## config.mk

```make
export PLATFORM = sky130hd
export DESIGN_NAME = signed_int_to_decimal_ascii
export DESIGN_NICKNAME = d
export VERILOG_FILES = /design/src/rtl/sitda_pkg.sv /design/src/rtl/sitda_datapath.sv /design/src/rtl/sitda_ctrl.sv /design/src/rtl/signed_int_to_decimal_ascii.sv
export SDC_FILE = /design/constraint.sdc
export NUM_CORES = 1
export LEC_CHECK = 0
export BUFFER_PORTS_ARGS = -buffer_cell sky130_fd_sc_hd__buf_4
export CAP_MARGIN = 20
export CORE_MARGIN = 10
export CORE_UTILIZATION = 40
export DETAILED_ROUTE_END_ITERATION = 8
export SYNTH_ARGS = -nofsm -noshare
export SYNTH_HDL_FRONTEND = slang
export SYNTH_HIERARCHICAL = 1
export SYNTH_SLANG_ARGS = --single-unit
export TNS_END_PERCENT = 5
```

## constraint.sdc

```tcl
create_clock -name clk -period 13.4 [get_ports clk]
set_clock_uncertainty 0.1 [all_clocks]
set_input_delay 1.34 -clock clk [delete_from_list [all_inputs] [get_ports clk]]
set_output_delay 1.34 -clock clk [all_outputs]
set_load 0.01 [all_outputs]
```

## src/rtl/sitda_pkg.sv

```systemverilog
`timescale 1ns / 1ps
// ----------------------------------------------------------------------------
// sitda_pkg: shared types and constants
// State encoding, controller/datapath command and status bundles, character
// codes and the decimal power table used by the digit extractor.
// ----------------------------------------------------------------------------
package sitda_pkg;

  localparam int VALUE_W = 16;
  localparam int MAG_W   = 17;
  localparam int POS_W   = 3;
  localparam int DIG_W   = 4;
  localparam int CHAR_W  = 6;
  localparam int RADIX   = 10;

  localparam logic [CHAR_W-1:0] CH_MINUS = CHAR_W'(45);
  localparam logic [CHAR_W-1:0] CH_ZERO  = CHAR_W'(48);

  typedef enum logic [1:0] {
    ST_IDLE,
    ST_SIGN,
    ST_DIGIT
  } state_t;

  // Controller to datapath
  typedef struct packed {
    logic load;
    logic emit_sign;
    logic emit_digit;
  } cmd_t;

  // Datapath to controller
  typedef struct packed {
    logic in_neg;
    logic pos_zero;
  } sts_t;

  // Decimal weight of digit position pos (0 is units)
  function automatic logic [MAG_W-1:0] pow_of(input logic [POS_W-1:0] pos);
    logic [MAG_W-1:0] p;
    case (pos)
      3'd0:    p = MAG_W'(1);
      3'd1:    p = MAG_W'(10);
      3'd2:    p = MAG_W'(100);
      3'd3:    p = MAG_W'(1000);
      3'd4:    p = MAG_W'(10000);
      default: p = MAG_W'(1);
    endcase
    return p;
  endfunction

endpackage

```

## src/rtl/sitda_datapath.sv

```systemverilog
`timescale 1ns / 1ps
// ----------------------------------------------------------------------------
// sitda_datapath: magnitude, digit extraction and character register
// Holds the running remainder and digit position, picks one decimal digit
// per emit_digit cycle by a bank of compares against multiples of the weight.
// ----------------------------------------------------------------------------
module sitda_datapath (
  input  logic                             clk,
  input  logic signed [sitda_pkg::VALUE_W-1:0] value,
  input  sitda_pkg::cmd_t                  cmd,
  output sitda_pkg::sts_t                  sts,
  output logic [sitda_pkg::CHAR_W-1:0]     ascii_char,
  output logic                             last_char
);
  import sitda_pkg::*;

  logic [MAG_W-1:0] mag;
  logic [POS_W-1:0] pos;

  logic [MAG_W-1:0] load_mag;
  logic [POS_W-1:0] load_pos;
  logic [MAG_W-1:0] weight;
  logic [MAG_W-1:0] mult [RADIX];
  logic [DIG_W-1:0] digit;
  logic [MAG_W-1:0] rem;

  // Form the 17-bit magnitude and its leading digit position at load
  always_comb begin
    if (value[VALUE_W-1]) begin
      load_mag = MAG_W'(MAG_W'(1) << VALUE_W) - {1'b0, value};
    end else begin
      load_mag = {1'b0, value};
    end
    if (load_mag >= MAG_W'(10000)) begin
      load_pos = POS_W'(4);
    end else if (load_mag >= MAG_W'(1000)) begin
      load_pos = POS_W'(3);
    end else if (load_mag >= MAG_W'(100)) begin
      load_pos = POS_W'(2);
    end else if (load_mag >= MAG_W'(10)) begin
      load_pos = POS_W'(1);
    end else begin
      load_pos = POS_W'(0);
    end
  end

  // Pick the current digit: count the multiples of the weight that fit
  always_comb begin
    weight = pow_of(pos);
    digit  = '0;
    for (int k = 0; k < RADIX; k++) begin
      mult[k] = MAG_W'(weight * MAG_W'(k));
    end
    for (int k = 1; k < RADIX; k++) begin
      digit = digit + DIG_W'(mag >= mult[k]);
    end
    rem = mag - mult[digit];
  end

  assign sts.in_neg   = value[VALUE_W-1];
  assign sts.pos_zero = (pos == '0);

  // Load a new magnitude or advance to the next digit position
  always_ff @(posedge clk) begin
    if (cmd.load) begin
      mag <= load_mag;
      pos <= load_pos;
    end else if (cmd.emit_digit) begin
      mag <= rem;
      pos <= pos - POS_W'(1);
    end
  end

  // Hold the character offered on the output channel
  always_ff @(posedge clk) begin
    if (cmd.emit_sign) begin
      ascii_char <= CH_MINUS;
      last_char  <= 1'b0;
    end else if (cmd.emit_digit) begin
      ascii_char <= CH_ZERO + CHAR_W'(digit);
      last_char  <= (pos == '0);
    end
  end

endmodule

```

## src/rtl/sitda_ctrl.sv

```systemverilog
`timescale 1ns / 1ps
// ----------------------------------------------------------------------------
// sitda_ctrl: conversion sequencer
// Accepts a request, emits the sign if needed, then one digit per free
// output slot; takes the next request while the last digit goes out.
// ----------------------------------------------------------------------------
module sitda_ctrl (
  input  logic            clk,
  input  logic            rst,
  input  logic            req_valid,
  output logic            req_ready,
  output logic            char_valid,
  input  logic            char_ready,
  input  sitda_pkg::sts_t sts,
  output sitda_pkg::cmd_t cmd
);
  import sitda_pkg::*;

  state_t state, state_next;
  logic   out_valid, out_valid_next;
  logic   can_emit;

  // State and output-valid registers
  always_ff @(posedge clk) begin
    if (rst) begin
      state     <= ST_IDLE;
      out_valid <= 1'b0;
    end else begin
      state     <= state_next;
      out_valid <= out_valid_next;
    end
  end

  // Next state and commands
  always_comb begin
    can_emit   = !out_valid || char_ready;
    cmd        = '0;
    req_ready  = 1'b0;
    state_next = state;
    case (state)
      ST_IDLE: begin
        req_ready = 1'b1;
        if (req_valid) begin
          cmd.load   = 1'b1;
          state_next = sts.in_neg ? ST_SIGN : ST_DIGIT;
        end
      end
      ST_SIGN: begin
        if (can_emit) begin
          cmd.emit_sign = 1'b1;
          state_next    = ST_DIGIT;
        end
      end
      ST_DIGIT: begin
        if (can_emit) begin
          cmd.emit_digit = 1'b1;
          if (sts.pos_zero) begin
            req_ready = 1'b1;
            if (req_valid) begin
              cmd.load   = 1'b1;
              state_next = sts.in_neg ? ST_SIGN : ST_DIGIT;
            end else begin
              state_next = ST_IDLE;
            end
          end
        end
      end
      default: begin
        state_next = ST_IDLE;
      end
    endcase
    if (cmd.emit_sign || cmd.emit_digit) begin
      out_valid_next = 1'b1;
    end else if (char_ready) begin
      out_valid_next = 1'b0;
    end else begin
      out_valid_next = out_valid;
    end
  end

  assign char_valid = out_valid;

  // Never overwrite a character that is still waiting
  a_emit_free: assert property (@(posedge clk) disable iff (rst)
    (cmd.emit_sign || cmd.emit_digit) |-> (!out_valid || char_ready))
    else $error("character emitted into a full output register");

  // Load only when idle or on the final digit
  a_load_when: assert property (@(posedge clk) disable iff (rst)
    cmd.load |-> (state == ST_IDLE || (state == ST_DIGIT && sts.pos_zero)))
    else $error("load while a conversion is in progress");

  // A negative request goes through the sign state
  a_sign_path: assert property (@(posedge clk) disable iff (rst)
    cmd.load |=> ((state == ST_SIGN) == $past(sts.in_neg)))
    else $error("sign state does not follow request sign");

  // Sign and digit never share a cycle
  a_one_char: assert property (@(posedge clk) disable iff (rst)
    !(cmd.emit_sign && cmd.emit_digit))
    else $error("sign and digit emitted together");

endmodule

```

## src/rtl/signed_int_to_decimal_ascii.sv

```systemverilog
`timescale 1ns / 1ps
// ----------------------------------------------------------------------------
// signed_int_to_decimal_ascii: signed 16-bit integer to decimal ASCII text
// Usage:
//   Request channel (req_valid/req_ready, value) takes one signed integer.
//   Character channel (char_valid/char_ready, ascii_char, last_char) returns
//   its text most significant first: a minus sign for negative values, then
//   the digits with leading zeros suppressed; last_char marks the final one.
//   -32768 is converted through a 17-bit magnitude and gives "-32768".
// Timing:
//   A request is loaded into the magnitude and state registers, then the
//   first character into the output register; one character follows per
//   cycle while the receiver takes them. A number gives 1 to 6 characters;
//   requests may follow back to back, since the next request is taken with
//   the final digit. The digit sequencer takes one digit per cycle from a
//   compare bank on the running remainder.
// Reset and stall:
//   Synchronous reset drops any conversion in progress and empties the
//   output register. While char_ready is low the offered character holds
//   and the sequencer waits; no request is taken until the last digit moves.
// ----------------------------------------------------------------------------
module signed_int_to_decimal_ascii (
  input  logic                                 clk,
  input  logic                                 rst,
  input  logic                                 req_valid,
  output logic                                 req_ready,
  input  logic signed [sitda_pkg::VALUE_W-1:0] value,
  output logic                                 char_valid,
  input  logic                                 char_ready,
  output logic [sitda_pkg::CHAR_W-1:0]         ascii_char,
  output logic                                 last_char
);
  import sitda_pkg::*;

  cmd_t cmd;
  sts_t sts;

  // Sequencer
  sitda_ctrl u_ctrl (
    .clk        (clk),
    .rst        (rst),
    .req_valid  (req_valid),
    .req_ready  (req_ready),
    .char_valid (char_valid),
    .char_ready (char_ready),
    .sts        (sts),
    .cmd        (cmd)
  );

  // Magnitude and digit datapath
  sitda_datapath u_datapath (
    .clk        (clk),
    .value      (value),
    .cmd        (cmd),
    .sts        (sts),
    .ascii_char (ascii_char),
    .last_char  (last_char)
  );

endmodule

```

# After elaboration in Yosys (flattened, before gate mapping)
# Cells that the tools add are included.
word_totals:
  output_inout_bits: 9
  ff_bits: 30
  wordCells: 88
op_classes:
  order_cmp: 14
  n_bitwise: 1
  reduce_logical: 8
  n_addsub: 12
  n_mul: 5
  n_eq_ne: 10
  n_mux: 32
op_table:
  columns: ["cell", "n"]
  rows:
  - ["greater-or-equal comparator 17 bit", 6]
  - ["two-way mux 17 bit", 5]
  - ["binary-select mux 17 bit (select 4 bit)", 1]
  - ["one-hot mux 14 bit (4 select lines)", 1]
  - ["multiplier 14 x 3 -> 17 bit, second input constant", 2]
  - ["multiplier 14 x 2 -> 16 bit, second input constant", 2]
  - ["adder 4 x 1 -> 4 bit", 7]
  - ["greater-or-equal comparator 17 x 10 -> 1 bit, second input constant", 1]
  - ["greater-or-equal comparator 17 x 14 -> 1 bit", 1]
  - ["greater-or-equal comparator 17 x 14 -> 1 bit, second input constant", 1]
  - ["greater-or-equal comparator 17 x 15 -> 1 bit", 1]
  - ["greater-or-equal comparator 17 x 16 -> 1 bit", 1]
  - ["greater-or-equal comparator 17 x 4 -> 1 bit, second input constant", 1]
  - ["greater-or-equal comparator 17 x 7 -> 1 bit, second input constant", 1]
  - ["multiplier 14 x 4 -> 17 bit, second input constant", 1]
  - ["subtractor 17 x 16 -> 17 bit, first input constant", 1]
  - ["subtractor 17 bit", 1]
  - ["two-way mux 3 bit", 5]
  - ["two-way mux 2 bit", 6]
  - ["two-way mux 1 bit", 11]
  - ["adder 5 x 5 -> 6 bit, first input constant", 1]
  - ["equality test 3 x 2 -> 1 bit, second input constant", 2]
  - ["one-hot mux 2 bit (3 select lines)", 1]
  - ["greater-or-equal comparator 5 bit, second input constant", 1]
  - ["other kinds (16)", 21]

# Longest topological paths before layout
# Gate-level depths: netlist (run 1).
depth:
  ltp_word: 18
  depth_mapped: 43
  ltp_nobuf: 41

# Cells and area by module
# Netlist (run 1), hierarchy kept.
by_module_without_submodules:
  columns: ["mod", "cells_per_inst", "instances", "seq_area_each_um2", "area_per_inst_um2"]
  rows:
  - ["sitda_datapath", 933, 1, 720.7, 7399.6]
  - ["sitda_ctrl", 22, 1, 60.1, 195.2]

# Least setup slack after synthesis (run 1)
# Ideal clock, no wire load.
synth_timing:
  path_kind: "register to register"
  startpoint: "reg u_datapath.pos[0]"
  endpoint: "reg u_datapath.mag[14] (data pin)"
  n_path_buf: 2
  setup_time_ns: 0.278
  path_stages_with_launch: 38
  slack_ns: 3.578
  required_ns: 13.022
  arrival_time_ns: 9.445
  cell_sequence: "edfxtp_1 -> ha_1 -> or3_1 -> mux2_2 -> o21ai_1 -> inv_1 -> ha_1 -> ha_1 -> a21oi_1 -> o21bai_1 -> a21oi_1 -> o21ai_0 -> a21o_1 -> ha_1 -> nand3_1 -> nor4_1 -> a211o_1 -> a211o_1 -> (+2 left out) -> a21oi_1 -> fa_1 -> fa_1 -> fa_1 -> fa_1 -> clkbuf_1 -> clkbuf_1 -> mux4_2 -> a21boi_0 -> a21oi_1 -> ha_1 -> o21ai_0 -> a21oi_1 -> o221ai_1 -> a311oi_1 -> o21ai_0 -> mux2i_1 -> o311ai_0"
synth_via:
  elab_chain_len: 18
  elab_cells_between_ends: 38
  cone_classes: "9 x add/sub; 5 x mul; 9 x order compare; 4 x eq/ne; 9 x mux; 1 x bitwise; 1 x reduce/logical"
synth_rtl:
  columns: ["element", "line", "source"]
  rows:
  - ["from (decl)", "sitda_datapath.sv:18", "logic [POS_W-1:0] pos;"]
  - ["from (signal assigned)", "sitda_datapath.sv:67", "pos <= load_pos;"]
  - ["from (signal assigned)", "sitda_datapath.sv:70", "pos <= pos - POS_W'(1);"]
  - ["equality test 3 bit, or another cell as far along", "sitda_pkg.sv:41", "case (pos)"]
  - ["one-hot mux 14 bit (4 select lines)", "sitda_pkg.sv:41", null]
  - ["multiplier 14 x 2 -> 16 bit, or another cell as far along", "sitda_datapath.sv:52", "mult[k] = MAG_W'(weight * MAG_W'(k));"]
  - ["greater-or-equal comparator 17 bit / adder 1 x 1 -> 2 bit (equally long branches)", "sitda_datapath.sv:55", "digit = digit + DIG_W'(mag >= mult[k]);"]
  - ["adder 4 x 1 -> 4 bit (7 in series)", "sitda_datapath.sv:55", null]
  - ["NOT 4 -> 5 bit (not written as such)", "sitda_datapath.sv:57", "rem = mag - mult[digit];"]
  - ["binary-select mux 17 bit (select 4 bit)", "sitda_datapath.sv:57", null]
  - ["two-way mux 17 bit (not written as such) (2 in series)", "sitda_datapath.sv:57", null]
  - ["subtractor 17 bit", "sitda_datapath.sv:57", null]
  - ["two-way mux 17 bit", "sitda_datapath.sv:68", "end else if (cmd.emit_digit) begin"]
  - ["two-way mux 17 bit *", "sitda_datapath.sv:65", "if (cmd.load) begin"]
  - ["to (signal assigned)", "sitda_datapath.sv:66", "mag <= load_mag;"]
  - ["to (signal assigned)", "sitda_datapath.sv:69", "mag <= rem;"]
  - ["to (decl)", "sitda_datapath.sv:17", "logic [MAG_W-1:0] mag;"]
# Every way passes the cells marked *; elsewhere a longest branch is shown, timed or not. The select of a mux whose other input is x is not followed.
# A chain may end at the register's enable or synchronous reset.

# Worst setup path after layout (run 1)
layout_timing:
  startpoint: "reg u_datapath.pos[0]"
  endpoint: "reg u_datapath.mag[13] (data pin)"
# The elaborated chain is that of the path after synthesis.

==> flow_metrics.env, run 1 <==
export IMPL_cts_hold_buffers=0
export IMPL_drt_iter0_drc=453
export IMPL_antenna_found_initial=0
export IMPL_r2r_end="u_datapath/mag[13]$_DFFE_PP_"
export IMPL_synthMostInstantiatedCell="ha_1"
export IMPL_ys_seq_area_frac=0.103
export IMPL_sort_of_element_at_the_end_of_the_critical_path="register"
export IMPL_tightest_slew_ns=0.838
export IMPL_grt_setup_unrepaired="false"
export IMPL_worstPathArrival_ns=10.96
export IMPL_post_synth_edffs=20
export IMPL_setup_total_negative_slack_ns=0
export IMPL_post_cts_resize_count=0
export IMPL_worstSetupStartpoint="u_datapath/pos[0]$_DFFE_PP_"
export IMPL_asyncSetResetFlopFracSynth=0
export IMPL_setup_violations=0
export IMPL_detail_route_first_pass_iterations=5
export IMPL_antennaDiodeCount=0
export IMPL_cp_slowest_stage_delay_ns=0.55
export IMPL_grt_pass1_wl_um=37300
export IMPL_clkLatencyLatePin_ns=0.28
export IMPL_hp_class="register to register"
export IMPL_route_detailed_wl_per_inst_um=19.5
export IMPL_port_buffer_cells=27
export IMPL_ioPinCount=29
export IMPL_simple_logic_cell_fraction_of_the_synthesized_area=0.189
export IMPL_grt_ovfl_total=0
export IMPL_synth_adder_area_share=0.290
export IMPL_stdcell_area_sq_um=8120
export IMPL_finalHoldViolations=0
export IMPL_finalWirelength_um=23500
export IMPL_outcome="complete, no violations"
export IMPL_dominantRegCellSynth="edfxtp_1"
export IMPL_post_synth_top_area_cell="ha_1"
export IMPL_ff2ff_setup_slack_ns=2.35
export IMPL_fp_row_count=50
export IMPL_clock_sinks=29
export IMPL_min_period_over_period=0.825
export IMPL_design_die_area_sq_um=24900
export IMPL_worst_r2r_cell_count=40
export IMPL_post_synthesis_instance_area_sq_um=7590
export IMPL_ctsLongestPathBuffers=2
export IMPL_layout_area_seq_sq_um=781
export IMPL_synth_lib_cells_used_distinct=90
export IMPL_synth_top_family_by_area="adder cells"
export IMPL_detailedPlacementHpwl_um=19000
export IMPL_post_route_drc_count=0
export IMPL_grt_start_max_net_pins=47
export IMPL_timing_critical_path_to="u_datapath/mag[13]$_DFFE_PP_"
export IMPL_timing_worst_setup_path_type="register to register"
export IMPL_avgSynthCellArea_sq_um=7.95
export IMPL_syn_instance_count=955
export IMPL_fin_util=0.434
export IMPL_dpl_cell_area_sq_um=7980
export IMPL_detailroute_via_count=7183
export IMPL_die_y_um=158
export IMPL_drive_above_1_share=0.0835
export IMPL_startpoint_of_the_worst_hold_path="u_datapath/ascii_char[4]$_SDFFE_PP0P_"
export IMPL_viasPerCell=5.97
export IMPL_cpMaxStageDelayCell="fa_1"
export IMPL_path_common_cell="a21oi_1"
export IMPL_synth_compound_area_frac=0.274
export IMPL_synthMuxAreaShare=0.0259
export IMPL_track_usage=0.188
export IMPL_cts_buffers=5
export IMPL_cts_setup_buffers=0
export IMPL_finalWeightedCongestion=0.950
export IMPL_top_cell_types_by_occurrence_after_synthesis="ha_1, inv_1, nand2_1"
export IMPL_tritoncts_clock_tree="done"
export IMPL_holdWs_ns=0.372
export IMPL_area_added_between_synthesis_and_finish_pct=6.87
export IMPL_post_synth_xor_xnor_area=0.0542
export IMPL_synthesis_yosys_warnings=6
export IMPL_rr_startpoint="u_datapath/pos[0]$_DFFE_PP_"
export IMPL_starting_density=0.406
export IMPL_core_area_sq_um=18700
export IMPL_nets=1156
export IMPL_drv_max_cap_violation_count=0
export IMPL_antenna_violating_nets_post_route=0
export IMPL_final_period_minus_worst_setup_slack_ns=11.05
export IMPL_slew_limit_headroom=0.436
export IMPL_timing_max_transition_violations_final=0
export IMPL_peak_clock_frequency_supported_by_timing_ghz=0.0905
export IMPL_synth_top_cells_by_area="ha_1, edfxtp_1, a21oi_1"
export IMPL_required_time_at_the_endpoint_of_the_critical_path_ns=13.31
export IMPL_multi_input_area_sq_um=6360
export IMPL_worst_setup_path_start_kind="register"
export IMPL_grt_pass1_vias=7043
export IMPL_chipWidth_um=158
export IMPL_clk_root_buffer_cell="clkbuf_16"
export IMPL_postSynthRegisterBits=29
export IMPL_yosysTopAreaCellShare=0.250
export IMPL_h_tree_levels=2
export IMPL_worst_path_max_fanout=30
export IMPL_path_clk_slew_ns=0.05
export IMPL_fillerInstances=1954
-- logic make-up (layout without fill, tap and decap cells) --
family          after synthesis  count (layout)
flops                        29              29
fa+ha+maj                   167             167
simple gates                279             279
compound gates              307             307
mux                          16              16
xor+xnor                     47              47
other cells                   2               8
buf+inv                     108             117
-- state kept, by name (all words and copies together), names as in the netlist --
register and flops:
u_datapath/mag 17, u_ctrl/char_valid 1, u_datapath/last_char 1, u_ctrl/state 2
u_datapath/pos 3, u_datapath/ascii_char 5
-- per-stage QoR --
| step | worst slack (ns) | cells |
|---|---|---|
| 2_1_floorplan | 3.58 | 961 |
| 3_3_place_gp | 2.68 | 1196 |
| 3_5_place_dp | 2.45 | 1196 |
| 4_1_cts | 2.41 | 1204 |
| 5_1_grt | 1.59 | 1204 |
| 6_report | 2.35 | 1204 |
-- per-layer routing --
metal  vias to the layer above  track usage  wire length [um]
met5                         -            0                 0
met2                       216        0.316             10900
met4                         0       0.0721               722
li1                       3583            -                 -
met1                      3352        0.247             10800
met3                        32       0.0106               962
-- placed cells by master (no fill, tap or decap), types with 9 or more instances in the layout --
| cell type | instances |
|---|---|
| ha_1 | 152 |
| o211ai_1 | 12 |
| xor2_1 | 13 |
| edfxtp_1 | 20 |
| nand3_1 | 18 |
| nand4_1 | 10 |
| fa_1 | 15 |
| nand2b_1 | 21 |
| nor2_1 | 65 |
| dfxtp_1 | 9 |
| a21o_1 | 21 |
| a211oi_1 | 13 |
| o21a_1 | 21 |
| o21ai_0 | 63 |
| inv_1 | 71 |
| a31oi_1 | 12 |
| or3_1 | 9 |
| o31ai_1 | 9 |
| nor2b_1 | 16 |
| nor3_1 | 30 |
| buf_4 | 35 |
| a21oi_1 | 65 |
| xnor2_1 | 34 |
| nand2_1 | 67 |
-- final cells by class --
| cell class | count | share of cell area |
|---|---|---|
| Sequential cell | 29 | 0.0962 |
| Timing Repair Buffer | 35 | 0.0324 |
| Clock buffer | 5 | 0.0154 |
| Multi-Input combinational cell | 824 | 0.784 |
| Clock inverter | 3 | 0.00200 |
| Inverter | 74 | 0.0342 |
| Tap cell | 234 | 0.0361 |
-- worst max-delay path: cells and delay by family, from the launching register on --
family                     cells  cell delay (ns)
muxes                          1             0.35
adders and majority gates      9             3.63
DFF                            1             0.39
and+or+nand+nor                5             1.10
buffers and inverters          4             1.14
AOI/OAI and AO/OA             21             4.03
-- worst min-delay path by stage --
stage                                            end  slack (ns)  cells past startpoint
2_1_floorplan  u_datapath/ascii_char[4]$_SDFFE_PP0P_        0.39                      2
3_3_place_gp   u_datapath/ascii_char[4]$_SDFFE_PP0P_        0.35                      2
3_5_place_dp   u_datapath/ascii_char[4]$_SDFFE_PP0P_        0.36                      2
4_1_cts        u_datapath/ascii_char[4]$_SDFFE_PP0P_        0.37                      2
5_1_grt        u_datapath/ascii_char[4]$_SDFFE_PP0P_        0.40                      2
6_report       u_datapath/ascii_char[4]$_SDFFE_PP0P_        0.37                      2
Power of run 1 is not shown: default switching activity piles up to over one toggle a cycle in this logic, so the estimate is an artifact.
==> run 2, diff against run 1 <==
- clock period: 13.4 -> 11.2 ns (I/O delays scaled with it)
==> flow_metrics.env, run 2 (synthesis gave the netlist of run 1 again) <==
export IMPL_drive_above_1_share=0.0913
export IMPL_hp_class="register to register"
export IMPL_fp_row_count=50
export IMPL_track_usage=0.189
export IMPL_worst_path_max_fanout=30
export IMPL_port_buffer_cells=27
export IMPL_ctsLongestPathBuffers=2
export IMPL_antenna_found_initial=0
export IMPL_grt_ovfl_total=0
export IMPL_drt_iter0_drc=457
export IMPL_drv_max_cap_violation_count=0
export IMPL_required_time_at_the_endpoint_of_the_critical_path_ns=11.11
export IMPL_stdcell_area_sq_um=8170
export IMPL_grt_setup_unrepaired="false"
export IMPL_finalWirelength_um=23700
export IMPL_ioPinCount=29
export IMPL_timing_worst_setup_path_type="register to register"
export IMPL_largest_register_ffs=17
export IMPL_cpMaxStageDelayCell="fa_1"
export IMPL_core_area_sq_um=18700
export IMPL_finalWeightedCongestion=0.959
export IMPL_chipWidth_um=158
export IMPL_dpl_cell_area_sq_um=8010
export IMPL_grt_pass1_vias=7201
export IMPL_viasPerCell=5.96
export IMPL_largest_registers="u_datapath/mag x17, u_datapath/ascii_char x5, u_datapath/pos x3"
export IMPL_mostFrequentLayoutCells="ha_1, inv_1, nand2_1"
export IMPL_cp_slowest_stage_delay_ns=0.58
export IMPL_slew_limit_headroom=0.456
export IMPL_detail_route_first_pass_iterations=5
export IMPL_grt_start_max_net_pins=46
export IMPL_clock_sinks=29
export IMPL_setup_violations=0
export IMPL_cts_buffers=5
export IMPL_cts_setup_buffers=0
export IMPL_final_period_minus_worst_setup_slack_ns=10.47
export IMPL_starting_density=0.406
export IMPL_timing_max_transition_violations_final=0
export IMPL_outcome="complete, no violations"
export IMPL_peak_clock_frequency_supported_by_timing_ghz=0.0955
export IMPL_grt_pass1_wl_um=38100
export IMPL_die_y_um=158
export IMPL_timing_final_ws_setup_ns=0.728
export IMPL_antenna_violating_nets_post_route=0
export IMPL_placement_setup_worst_slack_ns=0.632
export IMPL_worstPathArrival_ns=10.38
export IMPL_detailroute_via_count=7204
export IMPL_design_die_area_sq_um=24900
export IMPL_route_detailed_wl_per_inst_um=19.6
export IMPL_min_period_over_period=0.935
export IMPL_clk_root_buffer_cell="clkbuf_16"
export IMPL_tritoncts_clock_tree="done"
export IMPL_sort_of_element_at_the_end_of_the_critical_path="register"
export IMPL_clkLatencyLatePin_ns=0.28
export IMPL_finalHoldViolations=0
export IMPL_h_tree_levels=2
export IMPL_path_clk_slew_ns=0.05
export IMPL_detailedPlacementHpwl_um=19100
export IMPL_area_added_between_synthesis_and_finish_pct=7.63
export IMPL_nets=1161
export IMPL_path_common_cell="ha_1"
export IMPL_worst_setup_path_start_kind="register"
export IMPL_setup_total_negative_slack_ns=0
export IMPL_post_route_drc_count=0
export IMPL_max_flop_register="u_datapath/mag"
export IMPL_antennaDiodeCount=0
export IMPL_layout_commonest_cell="ha_1"
export IMPL_tightest_slew_ns=0.808
==> run 2: cell type report <==
cell class              count  area, sq um
fillers                  1927        10500
multi-input cells         824         6370
flip-flops and latches     29          781
repair buffers             40          304
well taps                 234          293
inverters                  74          282
clock buffers               5          125
clock inverters             3         16.3
==> run 2: metal layers <==
metal / wire length, um / vias up / part of all wire / global-route usage
met2: 11100 / 227 / 0.47 / 0.322
met3: 1240 / 26 / 0.052 / 0.0125
met1: 10900 / 3361 / 0.46 / 0.255
li1: - / 3590 / - / -
met5: 0 / - / 0 / 0
met4: 369 / 0 / 0.016 / 0.0454
==> run 2: worst paths after layout <==
path	start	to	slack, ns	cells after the start
worst min register to register	u_datapath/ascii_char[4]$_SDFFE_PP0P_	u_datapath/ascii_char[4]$_SDFFE_PP0P_	0.37	2
worst min-delay path	u_datapath/ascii_char[4]$_SDFFE_PP0P_	u_datapath/ascii_char[4]$_SDFFE_PP0P_	0.37	2
worst max register to register	u_datapath/pos[0]$_DFFE_PP_	u_datapath/mag[13]$_DFFE_PP_	0.73	40
worst max-delay path	u_datapath/pos[0]$_DFFE_PP_	u_datapath/mag[13]$_DFFE_PP_	0.73	40
==> run 2: timing repair <==
item / in CTS / in global routing
setup endpoints to repair: 0 / 4
resized for setup: 0 / 4
hold buffers: 0 / 0
endpoints found under the hold margin: 0 / 0
==> run 2: per-stage QoR <==
stage           util  hold WS [ns]  instances
6_report       0.437         0.367       1209
5_1_grt        0.437         0.408       1209
4_1_cts        0.436         0.372       1209
3_5_place_dp   0.428         0.360       1201
3_3_place_gp   0.428         0.352       1201
2_1_floorplan      -         0.390        961
==> run 2: worst max-delay path, delay by kind of cell, from the launching register on <==
kind | cells | cell delay (ns)
AND/OR/NAND/NOR | 4 | 1.07
multiplexers | 2 | 0.67
flip-flops | 1 | 0.41
adder cells (fa/ha/maj) | 9 | 3.58
AO/OA/AOI/OAI | 20 | 3.32
buffers and inverters | 5 | 1.01
Power of run 2 is left out for the same reason.
==> run 3, diff against run 2 <==
- CORE_MARGIN: 10 -> unset
- RECOVER_POWER: unset -> 50
- SLEW_MARGIN: unset -> 20
==> flow_metrics.env, run 3 (synthesis gave the netlist of run 1 again) <==
export IMPL_worst_path_stages=38
export IMPL_finalHoldViolations=0
export IMPL_stdcell_area_sq_um=8110
export IMPL_grt_pass1_wl_um=37200
export IMPL_hold_path_cell_count=2
export IMPL_area_added_between_synthesis_and_finish_pct=6.80
export IMPL_chipWidth_um=140
export IMPL_antennaDiodeCount=0
export IMPL_timing_critical_path_buf_inv=3
export IMPL_ioPinCount=29
export IMPL_sort_of_element_at_the_end_of_the_critical_path="register"
export IMPL_clkLatencyLatePin_ns=0.28
export IMPL_worst_path_max_fanout=29
export IMPL_clk_root_buffer_cell="clkbuf_16"
export IMPL_worstPathArrival_ns=10.32
export IMPL_worst_setup_path_start_kind="register"
export IMPL_route_detailed_wl_per_inst_um=19.2
export IMPL_hp_class="register to register"
export IMPL_detailroute_via_count=7311
export IMPL_failed_checks="capacitance limit, slew limit"
export IMPL_port_buffer_cells=27
export IMPL_peak_clock_frequency_supported_by_timing_ghz=0.0958
export IMPL_required_time_at_the_endpoint_of_the_critical_path_ns=11.08
export IMPL_timing_max_transition_violations_final=21
export IMPL_detail_route_first_pass_iterations=7
export IMPL_grt_start_max_net_pins=39
export IMPL_track_usage=0.241
export IMPL_cp_slowest_stage_delay_ns=0.59
export IMPL_timing_worst_setup_path_type="register to register"
export IMPL_antenna_found_initial=0
export IMPL_viasPerCell=6.05
export IMPL_ctsLongestPathBuffers=2
export IMPL_path_common_cell="ha_1"
export IMPL_cpMaxStageDelayCell="fa_1"
export IMPL_grt_pass1_vias=7122
export IMPL_largest_register_ffs=17
export IMPL_detailedPlacementHpwl_um=18800
export IMPL_dpl_cell_area_sq_um=8010
export IMPL_finalWeightedCongestion=0.904
export IMPL_worst_r2r_cell_count=38
export IMPL_slew_limit_headroom=-0.0350
export IMPL_cts_buffers=5
export IMPL_die_y_um=140
export IMPL_fp_row_count=50
export IMPL_drive_above_1_share=0.0780
export IMPL_max_flop_register="u_datapath/mag"
export IMPL_fillerInstances=1914
export IMPL_drv_max_cap_violation_count=1
export IMPL_final_period_minus_worst_setup_slack_ns=10.44
export IMPL_h_tree_levels=2
export IMPL_mostFrequentLayoutCells="ha_1, inv_1, nand2_1"
export IMPL_tritoncts_clock_tree="done"
export IMPL_nets=1160
export IMPL_cts_hold_buffers=0
export IMPL_layout_commonest_cell="ha_1"
export IMPL_design_die_area_sq_um=19500
export IMPL_path_clk_slew_ns=0.05
export IMPL_setup_violations=0
export IMPL_finalWirelength_um=23200
export IMPL_starting_density=0.407
export IMPL_drt_iter0_drc=435
export IMPL_cp_top_family="adder cells"
export IMPL_grt_ovfl_total=0
export IMPL_core_area_sq_um=18600
export IMPL_antenna_violating_nets_post_route=0
export IMPL_largest_registers="u_datapath/mag x17, u_datapath/ascii_char x5, u_datapath/pos x3"
export IMPL_tightest_slew_ns=1.55
export IMPL_post_route_drc_count=0
export IMPL_clock_sinks=29
export IMPL_min_period_over_period=0.932
export IMPL_outcome="finished, violations left"
export IMPL_grt_setup_unrepaired="false"
export IMPL_setup_total_negative_slack_ns=0
==> run 3: through the flow <==
step                instances  setup slack (ns)  hold WS, ns  utilization
floorplan                 961              1.38        0.390            -
global placement         1200             0.633        0.356        0.429
detailed placement       1200             0.482        0.384        0.429
CTS                      1208             0.463        0.393        0.437
global route             1208            0.0673        0.417        0.435
finish                   1208             0.759        0.394        0.435
==> run 3: area by class of cell <==
cell class | count | area [sq um] | share of cell area
Clock buffer | 5 | 125 | 0.0154
Clock inverter | 3 | 16.3 | 0.00201
Inverter | 74 | 278 | 0.0342
Multi-Input combinational cell | 824 | 6360 | 0.784
Sequential cell | 29 | 781 | 0.0963
Tap cell | 234 | 293 | 0.0361
Timing Repair Buffer | 39 | 259 | 0.0319
==> run 3: timing repair <==
item                                    4_1_cts  5_1_grt
gates resized for setup                       0        4
endpoints found under the hold margin         0        0
endpoints found under the setup margin        0        5
buffers inserted                              0        0
==> run 3: path summary, 6_finish.rpt <==
kind                                      endpoint  slack (ns)                             startpoint
max                   u_datapath/mag[14]$_DFFE_PP_        0.76            u_datapath/pos[0]$_DFFE_PP_
min          u_datapath/ascii_char[0]$_SDFFE_PP1P_        0.39  u_datapath/ascii_char[0]$_SDFFE_PP1P_
max reg2reg           u_datapath/mag[14]$_DFFE_PP_        0.76            u_datapath/pos[0]$_DFFE_PP_
min reg2reg  u_datapath/ascii_char[0]$_SDFFE_PP1P_        0.39  u_datapath/ascii_char[0]$_SDFFE_PP1P_
==> run 3: worst reg2reg max path: cells and delay by family, from the launching register on <==
| family | cells | cell delay (ns) |
|---|---|---|
| flops | 1 | 0.40 |
| simple gates | 6 | 1.46 |
| fa+ha+maj | 9 | 3.70 |
| mux | 3 | 0.66 |
| compound gates | 17 | 3.21 |
| buf+inv | 3 | 0.64 |
==> run 3: layer usage <==
| metal | routed length [um] | global-route usage |
|---|---|---|
| met3 | 1250 | 0.0210 |
| met2 | 10600 | 0.407 |
| met1 | 10400 | 0.314 |
| met4 | 885 | 0.102 |
| met5 | 0 | 0 |
Power of run 3 is left out for the same reason.
